`src/design/jac_pkg.sv`:
```
package jac_pkg;

    localparam int POS_W    = 16;
    localparam int BTN_W    = 9;
    localparam int KEY_W    = 7;
    localparam int MOT_W    = 14;
    localparam int DZ_W     = 13;
    localparam int QUO_W    = 13;
    localparam int NUM_W    = POS_W + QUO_W;
    localparam int APB_AW   = 5;
    localparam int APB_DW   = 32;

    localparam int FULL_SCALE = 5000;
    localparam int SCALE_BIAS = 4000;

    localparam logic [POS_W-1:0] RANGE_RST = 16'hFFFF;
    localparam logic [DZ_W-1:0]  DZ_RST    = 13'd800;

    typedef enum logic [1:0] {
        MODE_OFF   = 2'd0,
        MODE_ROT   = 2'd1,
        MODE_TRANS = 2'd2,
        MODE_SCALE = 2'd3
    } t_mode;

    typedef enum logic [2:0] {
        REG_X_MIN     = 3'd0,
        REG_X_RANGE   = 3'd1,
        REG_Y_MIN     = 3'd2,
        REG_Y_RANGE   = 3'd3,
        REG_Z_MIN     = 3'd4,
        REG_Z_RANGE   = 3'd5,
        REG_HAS_Z     = 3'd6,
        REG_DEAD_ZONE = 3'd7
    } t_reg_idx;

endpackage

```
`src/design/jac_ifs.sv`:
```
interface jac_in_if import jac_pkg::*; ();
    logic             valid;
    logic             ready;
    logic             read_ok;
    logic [POS_W-1:0] x_position;
    logic [POS_W-1:0] y_position;
    logic [POS_W-1:0] z_position;
    logic [BTN_W-1:0] button_levels;

    modport source (output valid, read_ok, x_position, y_position, z_position,
                    button_levels, input ready);
    modport sink   (input valid, read_ok, x_position, y_position, z_position,
                    button_levels, output ready);
endinterface

interface jac_out_if import jac_pkg::*; ();
    logic                    valid;
    logic                    ready;
    logic [1:0]              move_mode;
    logic signed [MOT_W-1:0] motion_a;
    logic signed [MOT_W-1:0] motion_b;
    logic signed [MOT_W-1:0] motion_c;
    logic [MOT_W-1:0]        scale_units;
    logic                    reset_view;
    logic [KEY_W-1:0]        key_events;

    modport source (output valid, move_mode, motion_a, motion_b, motion_c, scale_units,
                    reset_view, key_events, input ready);
    modport sink   (input valid, move_mode, motion_a, motion_b, motion_c, scale_units,
                    reset_view, key_events, output ready);
endinterface

```
`src/design/joystick_axis_conditioner.sv`:
```
// Channel    Dir  Handshake      Payload
// i_in       in   valid/ready    read_ok, x/y/z_position, button_levels
// o_out      out  valid/ready    move_mode, motion_a/b/c, scale_units, reset_view, key_events
// APB        in   psel/penable   paddr, pwdata, prdata (eight registers at 4*i)
//
// A good sample runs through the same steps for each of the three axes in turn (clamp,
// span, multiply, 13 divider steps, dead zone) on one shared restoring divider, then the
// emit state loads the output register once it is free; only then is a new sample taken.
// A failed read is accepted and produces no beat.
// Reset is synchronous and active low; it restores the register defaults, the mode and
// the button history. A stalled output beat holds in its register while the next sample
// is taken and worked on.
module joystick_axis_conditioner import jac_pkg::*; (
    input  logic              i_clk,
    input  logic              i_rst_n,
    jac_in_if.sink            i_in,
    jac_out_if.source         o_out,
    input  logic              psel,
    input  logic              penable,
    input  logic              pwrite,
    input  logic [APB_AW-1:0] paddr,
    input  logic [APB_DW-1:0] pwdata,
    output logic [APB_DW-1:0] prdata,
    output logic              pready
);

    typedef enum logic [2:0] {
        ST_IDLE, ST_CLAMP, ST_SPAN, ST_MUL, ST_DIV, ST_DZONE, ST_EMIT
    } t_state;

    typedef enum logic [1:0] {AXIS_X = 2'd0, AXIS_Y = 2'd1, AXIS_Z = 2'd2} t_axis;

    // Configuration registers.
    logic [POS_W-1:0] r_x_min, r_x_range, r_y_min, r_y_range, r_z_min, r_z_range;
    logic             r_has_z;
    logic [DZ_W-1:0]  r_dead_zone;

    // Control state.
    t_state           r_state;
    t_axis            r_axis;
    logic [3:0]       r_cnt;
    t_mode            r_mode;
    logic [BTN_W-1:0] r_prev;
    logic             r_out_valid;

    // Datapath.
    logic [POS_W-1:0]        r_pos [3];
    logic signed [MOT_W-1:0] r_val [3];
    logic [POS_W-1:0]        r_d;
    logic [POS_W-1:0]        r_mag;
    logic                    r_neg;
    logic [POS_W-1:0]        r_rem;
    logic [QUO_W-1:0]        r_shq;
    logic                    r_reset_view;
    logic [KEY_W-1:0]        r_keys;

    // Output register.
    t_mode                   r_out_mode;
    logic signed [MOT_W-1:0] r_out_a, r_out_b, r_out_c;
    logic [MOT_W-1:0]        r_out_s;
    logic                    r_out_reset_view;
    logic [KEY_W-1:0]        r_out_keys;

    logic                    cfg_wr;
    t_reg_idx                cfg_idx;
    logic [BTN_W-1:0]        n_rising;
    t_mode                   n_mode;
    logic [POS_W-1:0]        cur_pos, cur_min, cur_range;
    logic [POS_W:0]          diff;
    logic [POS_W-1:0]        clamped;
    logic [POS_W:0]          span;
    logic [POS_W:0]          span_neg;
    logic [NUM_W-1:0]        prod;
    logic [POS_W:0]          trial;
    logic                    trial_ge;
    logic [QUO_W-1:0]        quo;
    logic [DZ_W-1:0]         dz_mag;
    logic signed [MOT_W-1:0] n_val;
    logic signed [MOT_W:0]   scale_sum;
    logic signed [MOT_W-1:0] n_a, n_b, n_c;
    logic [MOT_W-1:0]        n_s;
    logic                    out_free;

    assign cfg_wr  = psel && penable && pwrite;
    assign cfg_idx = t_reg_idx'(paddr[APB_AW-1:2]);
    assign pready  = 1'b1;

    always_ff @(posedge i_clk) begin
        if (!i_rst_n) begin
            r_x_min     <= '0;
            r_x_range   <= RANGE_RST;
            r_y_min     <= '0;
            r_y_range   <= RANGE_RST;
            r_z_min     <= '0;
            r_z_range   <= RANGE_RST;
            r_has_z     <= 1'b0;
            r_dead_zone <= DZ_RST;
        end else if (cfg_wr) begin
            unique case (cfg_idx)
                REG_X_MIN:     r_x_min     <= pwdata[POS_W-1:0];
                REG_X_RANGE:   r_x_range   <= pwdata[POS_W-1:0];
                REG_Y_MIN:     r_y_min     <= pwdata[POS_W-1:0];
                REG_Y_RANGE:   r_y_range   <= pwdata[POS_W-1:0];
                REG_Z_MIN:     r_z_min     <= pwdata[POS_W-1:0];
                REG_Z_RANGE:   r_z_range   <= pwdata[POS_W-1:0];
                REG_HAS_Z:     r_has_z     <= pwdata[0];
                REG_DEAD_ZONE: r_dead_zone <= pwdata[DZ_W-1:0];
                default: ;
            endcase
        end
    end

    always_comb begin
        prdata = '0;
        unique case (cfg_idx)
            REG_X_MIN:     prdata = APB_DW'(r_x_min);
            REG_X_RANGE:   prdata = APB_DW'(r_x_range);
            REG_Y_MIN:     prdata = APB_DW'(r_y_min);
            REG_Y_RANGE:   prdata = APB_DW'(r_y_range);
            REG_Z_MIN:     prdata = APB_DW'(r_z_min);
            REG_Z_RANGE:   prdata = APB_DW'(r_z_range);
            REG_HAS_Z:     prdata = APB_DW'(r_has_z);
            REG_DEAD_ZONE: prdata = APB_DW'(r_dead_zone);
            default:       prdata = '0;
        endcase
    end

    // Button edges and the mode step, formed on the incoming beat.
    assign n_rising = i_in.button_levels & ~r_prev;
    assign n_mode   = t_mode'(r_mode + 2'(n_rising[1]));

    always_comb begin
        unique case (r_axis)
            AXIS_X: begin
                cur_min   = r_x_min;
                cur_range = r_x_range;
            end
            AXIS_Y: begin
                cur_min   = r_y_min;
                cur_range = r_y_range;
            end
            AXIS_Z: begin
                cur_min   = r_z_min;
                cur_range = r_z_range;
            end
            default: begin
                cur_min   = r_x_min;
                cur_range = r_x_range;
            end
        endcase
    end

    assign cur_pos = r_pos[r_axis];

    // Clamp the offset from the low end into 0..range.
    assign diff = {1'b0, cur_pos} - {1'b0, cur_min};
    always_comb begin
        if (diff[POS_W]) begin
            clamped = '0;
        end else if (diff[POS_W-1:0] > cur_range) begin
            clamped = cur_range;
        end else begin
            clamped = diff[POS_W-1:0];
        end
    end

    // The signed span 2d - range never exceeds range in magnitude, so 16 bits hold its magnitude.
    assign span     = {r_d, 1'b0} - {1'b0, cur_range};
    assign span_neg = ~span + (POS_W+1)'(1);
    assign prod     = NUM_W'(r_mag) * NUM_W'(FULL_SCALE);

    // One restoring step: the next numerator bit enters from the top of the quotient
    // register while the quotient bit enters at its bottom.
    assign trial    = {r_rem, r_shq[QUO_W-1]};
    assign trial_ge = trial >= {1'b0, cur_range};

    assign quo    = (cur_range == '0) ? '0 : r_shq;
    assign dz_mag = (quo > r_dead_zone) ? quo - r_dead_zone : '0;
    assign n_val  = r_neg ? -signed'({1'b0, dz_mag}) : signed'({1'b0, dz_mag});

    assign scale_sum = (MOT_W+1)'(SCALE_BIAS) + {r_val[AXIS_X][MOT_W-1], r_val[AXIS_X]};

    always_comb begin
        n_a = '0;
        n_b = '0;
        n_c = '0;
        n_s = '0;
        unique case (r_mode)
            MODE_ROT: begin
                n_a = r_val[AXIS_Y];
                n_b = r_val[AXIS_X];
                n_c = r_has_z ? r_val[AXIS_Z] : '0;
            end
            MODE_TRANS: begin
                n_a = r_val[AXIS_X];
                n_b = r_val[AXIS_Y];
                n_c = r_has_z ? -r_val[AXIS_Z] : '0;
            end
            MODE_SCALE: begin
                n_s = scale_sum[MOT_W] ? '0 : scale_sum[MOT_W-1:0];
            end
            default: ;
        endcase
    end

    assign out_free = !r_out_valid || o_out.ready;

    always_ff @(posedge i_clk) begin
        if (!i_rst_n) begin
            r_state     <= ST_IDLE;
            r_axis      <= AXIS_X;
            r_cnt       <= '0;
            r_mode      <= MODE_OFF;
            r_prev      <= '0;
            r_out_valid <= 1'b0;
        end else begin
            // In the emit state the output register is reloaded instead.
            if (r_out_valid && o_out.ready && r_state != ST_EMIT) begin
                r_out_valid <= 1'b0;
            end
            unique case (r_state)
                ST_IDLE: begin
                    if (i_in.valid && i_in.read_ok) begin
                        r_pos[AXIS_X] <= i_in.x_position;
                        r_pos[AXIS_Y] <= i_in.y_position;
                        r_pos[AXIS_Z] <= i_in.z_position;
                        r_prev        <= i_in.button_levels;
                        r_mode        <= n_mode;
                        r_reset_view  <= n_rising[0];
                        r_keys        <= n_rising[BTN_W-1:2];
                        r_axis        <= AXIS_X;
                        r_state       <= ST_CLAMP;
                    end
                end
                ST_CLAMP: begin
                    r_d     <= clamped;
                    r_state <= ST_SPAN;
                end
                ST_SPAN: begin
                    r_neg   <= span[POS_W];
                    r_mag   <= span[POS_W] ? span_neg[POS_W-1:0] : span[POS_W-1:0];
                    r_state <= ST_MUL;
                end
                ST_MUL: begin
                    r_rem   <= prod[NUM_W-1:QUO_W];
                    r_shq   <= prod[QUO_W-1:0];
                    r_cnt   <= '0;
                    r_state <= ST_DIV;
                end
                ST_DIV: begin
                    r_rem <= trial_ge ? POS_W'(trial - {1'b0, cur_range})
                                      : trial[POS_W-1:0];
                    r_shq <= {r_shq[QUO_W-2:0], trial_ge};
                    r_cnt <= r_cnt + 4'd1;
                    if (r_cnt == 4'(QUO_W - 1)) begin
                        r_state <= ST_DZONE;
                    end
                end
                ST_DZONE: begin
                    r_val[r_axis] <= n_val;
                    if (r_axis == AXIS_Z) begin
                        r_state <= ST_EMIT;
                    end else begin
                        r_axis  <= t_axis'(r_axis + 2'd1);
                        r_state <= ST_CLAMP;
                    end
                end
                ST_EMIT: begin
                    if (out_free) begin
                        r_out_valid      <= 1'b1;
                        r_out_mode       <= r_mode;
                        r_out_a          <= n_a;
                        r_out_b          <= n_b;
                        r_out_c          <= n_c;
                        r_out_s          <= n_s;
                        r_out_reset_view <= r_reset_view;
                        r_out_keys       <= r_keys;
                        r_state          <= ST_IDLE;
                    end
                end
                default: r_state <= ST_IDLE;
            endcase
        end
    end

    assign i_in.ready        = (r_state == ST_IDLE);
    assign o_out.valid       = r_out_valid;
    assign o_out.move_mode   = r_out_mode;
    assign o_out.motion_a    = r_out_a;
    assign o_out.motion_b    = r_out_b;
    assign o_out.motion_c    = r_out_c;
    assign o_out.scale_units = r_out_s;
    assign o_out.reset_view  = r_out_reset_view;
    assign o_out.key_events  = r_out_keys;

    // The partial remainder always stays below the divisor.
    assert property (@(posedge i_clk) disable iff (!i_rst_n)
        (r_state == ST_DIV && cur_range != '0) |-> (r_rem < cur_range))
        else $error("divider remainder not below divisor");

    // A failed read leaves the mode alone and produces no work.
    assert property (@(posedge i_clk) disable iff (!i_rst_n)
        (i_in.valid && i_in.ready && !i_in.read_ok) |=> (r_state == ST_IDLE && $stable(r_mode)))
        else $error("failed read disturbed state");

    // Only scaling mode carries a scale value.
    assert property (@(posedge i_clk) disable iff (!i_rst_n)
        (o_out.valid && o_out.move_mode != MODE_SCALE) |-> (o_out.scale_units == '0))
        else $error("scale value outside scaling mode");

    // Off and scaling modes carry no motion.
    assert property (@(posedge i_clk) disable iff (!i_rst_n)
        (o_out.valid && (o_out.move_mode == MODE_OFF || o_out.move_mode == MODE_SCALE))
        |-> (o_out.motion_a == '0 && o_out.motion_b == '0 && o_out.motion_c == '0))
        else $error("motion value in a mode without motion");

endmodule

```
`src/flat_wrapper.sv`:
```
// flat-port wrapper written by rule: the top's interface ports become plain ports
module joystick_axis_conditioner_flat import jac_pkg::*;
  (i_clk, i_rst_n, psel, penable, pwrite, paddr, pwdata, prdata, pready, i_in_valid, i_in_read_ok, i_in_x_position, i_in_y_position, i_in_z_position, i_in_button_levels, i_in_ready, o_out_valid, o_out_move_mode, o_out_motion_a, o_out_motion_b, o_out_motion_c, o_out_scale_units, o_out_reset_view, o_out_key_events, o_out_ready);
  jac_in_if i_in_i ();
  jac_out_if o_out_i ();
  input  logic i_clk;
  input  logic i_rst_n;
  input  logic psel;
  input  logic penable;
  input  logic pwrite;
  input  logic [APB_AW-1:0] paddr;
  input  logic [APB_DW-1:0] pwdata;
  output logic [APB_DW-1:0] prdata;
  output logic pready;
  input wire logic [$bits(i_in_i.valid)-1:0] i_in_valid;
  input wire logic [$bits(i_in_i.read_ok)-1:0] i_in_read_ok;
  input wire logic [$bits(i_in_i.x_position)-1:0] i_in_x_position;
  input wire logic [$bits(i_in_i.y_position)-1:0] i_in_y_position;
  input wire logic [$bits(i_in_i.z_position)-1:0] i_in_z_position;
  input wire logic [$bits(i_in_i.button_levels)-1:0] i_in_button_levels;
  output wire logic [$bits(i_in_i.ready)-1:0] i_in_ready;
  output wire logic [$bits(o_out_i.valid)-1:0] o_out_valid;
  output wire logic [$bits(o_out_i.move_mode)-1:0] o_out_move_mode;
  output wire logic [$bits(o_out_i.motion_a)-1:0] o_out_motion_a;
  output wire logic [$bits(o_out_i.motion_b)-1:0] o_out_motion_b;
  output wire logic [$bits(o_out_i.motion_c)-1:0] o_out_motion_c;
  output wire logic [$bits(o_out_i.scale_units)-1:0] o_out_scale_units;
  output wire logic [$bits(o_out_i.reset_view)-1:0] o_out_reset_view;
  output wire logic [$bits(o_out_i.key_events)-1:0] o_out_key_events;
  input wire logic [$bits(o_out_i.ready)-1:0] o_out_ready;
  assign i_in_i.valid = i_in_valid;
  assign i_in_i.read_ok = i_in_read_ok;
  assign i_in_i.x_position = i_in_x_position;
  assign i_in_i.y_position = i_in_y_position;
  assign i_in_i.z_position = i_in_z_position;
  assign i_in_i.button_levels = i_in_button_levels;
  assign i_in_ready = i_in_i.ready;
  assign o_out_valid = o_out_i.valid;
  assign o_out_move_mode = o_out_i.move_mode;
  assign o_out_motion_a = o_out_i.motion_a;
  assign o_out_motion_b = o_out_i.motion_b;
  assign o_out_motion_c = o_out_i.motion_c;
  assign o_out_scale_units = o_out_i.scale_units;
  assign o_out_reset_view = o_out_i.reset_view;
  assign o_out_key_events = o_out_i.key_events;
  assign o_out_i.ready = o_out_ready;
  joystick_axis_conditioner u_core (.i_clk(i_clk), .i_rst_n(i_rst_n), .i_in(i_in_i), .o_out(o_out_i), .psel(psel), .penable(penable), .pwrite(pwrite), .paddr(paddr), .pwdata(pwdata), .prdata(prdata), .pready(pready));
endmodule
```
`config.mk`:
```
export PLATFORM = sky130hd
export DESIGN_NAME = joystick_axis_conditioner_flat
export DESIGN_NICKNAME = d
export VERILOG_FILES = /design/src/design/jac_pkg.sv /design/src/design/jac_ifs.sv /design/src/design/joystick_axis_conditioner.sv /design/src/flat_wrapper.sv
export SDC_FILE = /design/constraint.sdc
export NUM_CORES = 1
export LEC_CHECK = 0
export BUFFER_PORTS_ARGS = -buffer_cell sky130_fd_sc_hd__buf_2
export CORE_ASPECT_RATIO = 1.75
export CORE_MARGIN = 2
export CORE_UTILIZATION = 41
export DETAILED_ROUTE_END_ITERATION = 7
export SLEW_MARGIN = 10
export SYNTH_ARGS = -nofsm -noshare
export SYNTH_HDL_FRONTEND = slang
export SYNTH_SLANG_ARGS = --single-unit
```
`constraint.sdc`:
```
create_clock -name i_clk -period 6.9 [get_ports i_clk]
set_input_delay 0.345 -clock i_clk [delete_from_list [all_inputs] [get_ports i_clk]]
set_output_delay 0.345 -clock i_clk [all_outputs]
set_load 0.01 [all_outputs]
```
==> flow_metrics.py <==
metrics = {
    "logic_synthesis": {
        "yosys.area_share.simple_pct": 17.05,
        "yosysSeqAreaShare_pct": 42.63,
        "yosys.cell_types.count": 73,
        "synth_compound_gate_area_share_pct": 16.53,
        "synth_fa_ha_area_share_pct": 12.61,
        "synth-xor-area-share_pct": 3.398,
        "synth_common_cells": "nand2_1 (416), edfxtp_1 (226), ha_1 (161), inv_1 (161), nor2_1 (149)",
        "synth_area_sq_mm": 0.02216,
        "synth-edff-count": 226,
        "ys_warn_count": 0,
        "netlist.area_leader.share_pct": 30.62,
        "synth_top_family_by_area": "simple AND/OR/NAND/NOR gates",
        "synth.ff_latch_count": 359,
        "muxShareOfSynthArea_pct": 2.636,
        "synthCells": 2389,
        "syn_avg_cell_area_sq_um": 9.277,
        "synth_area_leaders": "edfxtp_1 (31%), dfxtp_1 (12%), ha_1 (9.1%)",
        "async_flop_share_pct": 0,
        "yosys.area.top_type": "edfxtp_1",
        "yosys_most_used_dff": "edfxtp_1",
        "yosys.cell_count.top_type": "nand2_1",
    },
    "setup_path": {
        "worstPathRequired_ns": 7.26,
        "crit_arrival_ns": 6.64,
        "worstSetupEndpointType": "flip-flop",
        "crit_type": "reg -> reg",
        "worstPathMaxFanout": 60,
        "start_kind": "flip-flop",
    },
    "drt": {
        "wl_met2_mm": 33.92,
        "ant_nets": 0,
        "num_vias": 18160,
        "wl_mm": 62.99,
        "first_pass_iters": 5,
        "drt_first_iter_violations": 1197,
        "met3_length_mm": 2.778,
        "drc_errors": 0,
        "wl_per_cell_um": 19.17,
        "m1WireLength_mm": 22.22,
        "viasPerCell": 5.526,
        "highest_layer": "met5",
    },
    "sta": {
        "hold_ws_ns": 0.01402,
        "fin_ws_ns": 0.6221,
        "finalHoldViolCount": 0,
        "post-route-min-period_ns": 6.278,
        "skew_ns": 0.01547,
        "slew_viol_final": 0,
        "rsz0062_at_grt": "false",
        "max-slew-margin-rel_pct": 14.21,
        "finalSetupViolCount": 0,
        "tightestPinTransition_ns": 1.277,
        "max_freq_mhz": 159.3,
        "final.setup.tns_ns": 0,
        "timing.final.crit_share_pct": 90.98,
    },
    "grt": {
        "antenna_found_initial": 2,
        "overflow": 0,
        "grt_pass1_vias": 18110,
        "grt_first_pass_wirelength_mm": 98.84,
        "grt_usage_pct": 22.22,
        "grt_max_degree": 109,
    },
    "placement": {
        "dp_slack_ns": 0.5788,
        "gp_congestion": 0.9145,
        "dpl.hpwl_mm": 47.51,
        "io_buffers": 167,
    },
    "flow_run": {
        "max_cap_viol_count": 0,
    },
    "cts": {
        "clkSinkCount": 359,
        "cts_root_buf": "clkbuf_16",
        "cts.reportedPaths.clkPinSlew_ns": 0.06,
        "post_cts_buffers": 0,
        "cts_max_path_buffers": 3,
        "cts_tree": "built",
        "clk-insertion-delay-late_ns": 0.56,
        "htreeDepth": 2,
        "cts_buffers": 35,
    },
    "min_path": {
        "worstHoldPathType": "in -> reg",
    },
    "floorplan": {
        "row_count": 112,
        "start_util_pct": 41.51,
        "fp.dieArea_sq_mm": 0.05601,
        "num_io_pins": 203,
        "core_area_sq_mm": 0.05339,
        "die_w_um": 179.8,
        "die_h_um": 311.6,
    },
    "layout": {
        "area_delta_synth_final_pct": 14.35,
        "fillCellCount": 5003,
        "nets": 2877,
        "drive_gt1_share_pct": 11.61,
    },
    "power_and_ir_drop": {
        "power_density_mw_per_mm2": 206.4,
        "peakVddDrop_v": 0.0002073,
        "p_leak_nw": 10.11,
    },
    "status": {
        "outcome": "completed",
    },
}
[per-layer routing]
layer / up-vias / GRT usage [%]
met3: 171 / 2.770
met4: 2 / 12.86
met5: - / 0
li1: 8772 / -
met2: 554 / 43.02
met1: 8659 / 22.49
[flip-flops by register name (all words and copies together), names as in the netlist, 14 cells and up, named ones only]
signal and flops:
u_core.o_out.motion_c 14, u_core.r_d 16, u_core.o_out.motion_a 14, u_core.r_z_min 16, u_core.r_rem 16, u_core.r_val 42
u_core.r_x_min 16, u_core.r_x_range 16, u_core.o_out.motion_b 14, u_core.r_y_range 16, u_core.o_out.scale_units 14, u_core.r_mag 16
u_core.r_z_range 16, u_core.r_pos 48, u_core.r_y_min 16
[metrics by stage]
| stage | instance area (sq um) | total power [mW] | std cells | utilization [%] |
|---|---|---|---|---|
| after floorplan | 22220 | 3.065 | 2404 | - |
| after global placement | 23740 | 3.281 | 3175 | 44.46 |
| after detailed placement | 23740 | 3.307 | 3175 | 44.46 |
| after CTS | 25340 | 5.272 | 3285 | 47.46 |
| after global routing | 25340 | 5.478 | 3286 | 47.47 |
| final | 25340 | 5.230 | 3286 | 47.47 |
[timing repair]
action | in CTS | in global routing
hold endpoints to repair | 47 | 0
resized for setup | 0 | 0
hold buffers | 47 | 0
[critical path, cell delays in order, from the launching register on]
cell and delay, ns:
dfxtp_1 0.38, inv_1 0.09, ha_2 0.64, o21ai_0 0.98, nand4_1 0.20, nor4_2 0.43, buf_12 0.19, nand2b_1 0.11
ha_1 0.15, inv_1 0.05, fa_1 0.43, a211oi_2 0.21, o21bai_1 0.12, a221o_1 0.37, a21oi_2 0.16, xnor2_1 0.11
or3_4 0.42, or3_4 0.39, o41ai_2 0.38, xor2_1 0.27
[path summary, 6_finish.rpt]
path,startpoint,end,slack [ns],cells after the start
worst min-delay path,i_in_y_position[7],u_core.r_pos[1][7]$_DFFE_PP_,0.01,1
worst max-delay path,u_core.r_axis[0]$_SDFFE_PN0P_,u_core.r_val[0][12]$_DFFE_PP_,0.62,19
worst max register to register,u_core.r_axis[0]$_SDFFE_PN0P_,u_core.r_val[0][12]$_DFFE_PP_,0.62,19
worst min register to register,u_core.r_keys[1]$_DFFE_PP_,u_core.o_out.key_events[1]$_DFFE_PP_,0.42,0
[cell type report]
| type | count | area, sq um | share of cell area, % |
|---|---|---|---|
| Tap cell | 684 | 855.8 | 3.377 |
| Clock buffer | 49 | 968.4 | 3.821 |
| Timing Repair Buffer | 253 | 1614 | 6.368 |
| Multi-Input combinational cell | 1762 | 11670 | 46.06 |
| Sequential cell | 359 | 9449 | 37.28 |
| Clock inverter | 14 | 165.2 | 0.6517 |
| Antenna cell | 1 | 2.502 | 0.009874 |
| Inverter | 164 | 615.6 | 2.429 |
[placed cells by master, fill, tap and decap left out, types with 7 or more instances in the layout]
master,instances
a21o_1,26
a21boi_0,76
a211oi_1,9
o21ai_0,130
fa_1,39
and3_1,21
a21oi_1,115
nor2_1,147
a31oi_1,16
ha_1,160
o211ai_1,14
clkbuf_16,35
nand4_1,19
clkinv_1,7
a22oi_1,66
buf_4,39
or2_2,19
nand2b_1,20
or3_1,10
inv_1,161
edfxtp_1,226
xnor2_1,49
dlygate4sd3_1,47
nor3b_1,9
o21bai_1,12
nor2b_1,34
conb_1,17
o22ai_1,10
mux2i_1,46
nand3_1,78
and2_1,12
nor3_1,30
xor2_1,37
nand2_1,416
clkbuf_1,10
dfxtp_1,133
o21a_1,26
buf_2,166
[logic make-up (layout without fill, tap and decap cells)]
logic type               after synthesis  in the layout
AND/OR/NAND/NOR                      844            844
AO/OA/AOI/OAI                        561            561
flip-flops                           359            359
buffers and inverters                283            480
adder cells (fa/ha/maj)              200            200
XOR/XNOR                              86             86
multiplexers                          54             54
other                                  2             18
[report_power, final]
part | internal (mW) | leakage (nW) | switching, mW
sequential | 2.34 | 3.08 | 0.0246
combinational | 0.387 | 6.47 | 0.536
clock | 1.10 | 0.552 | 0.846
Power figures use the tool's default switching activity.
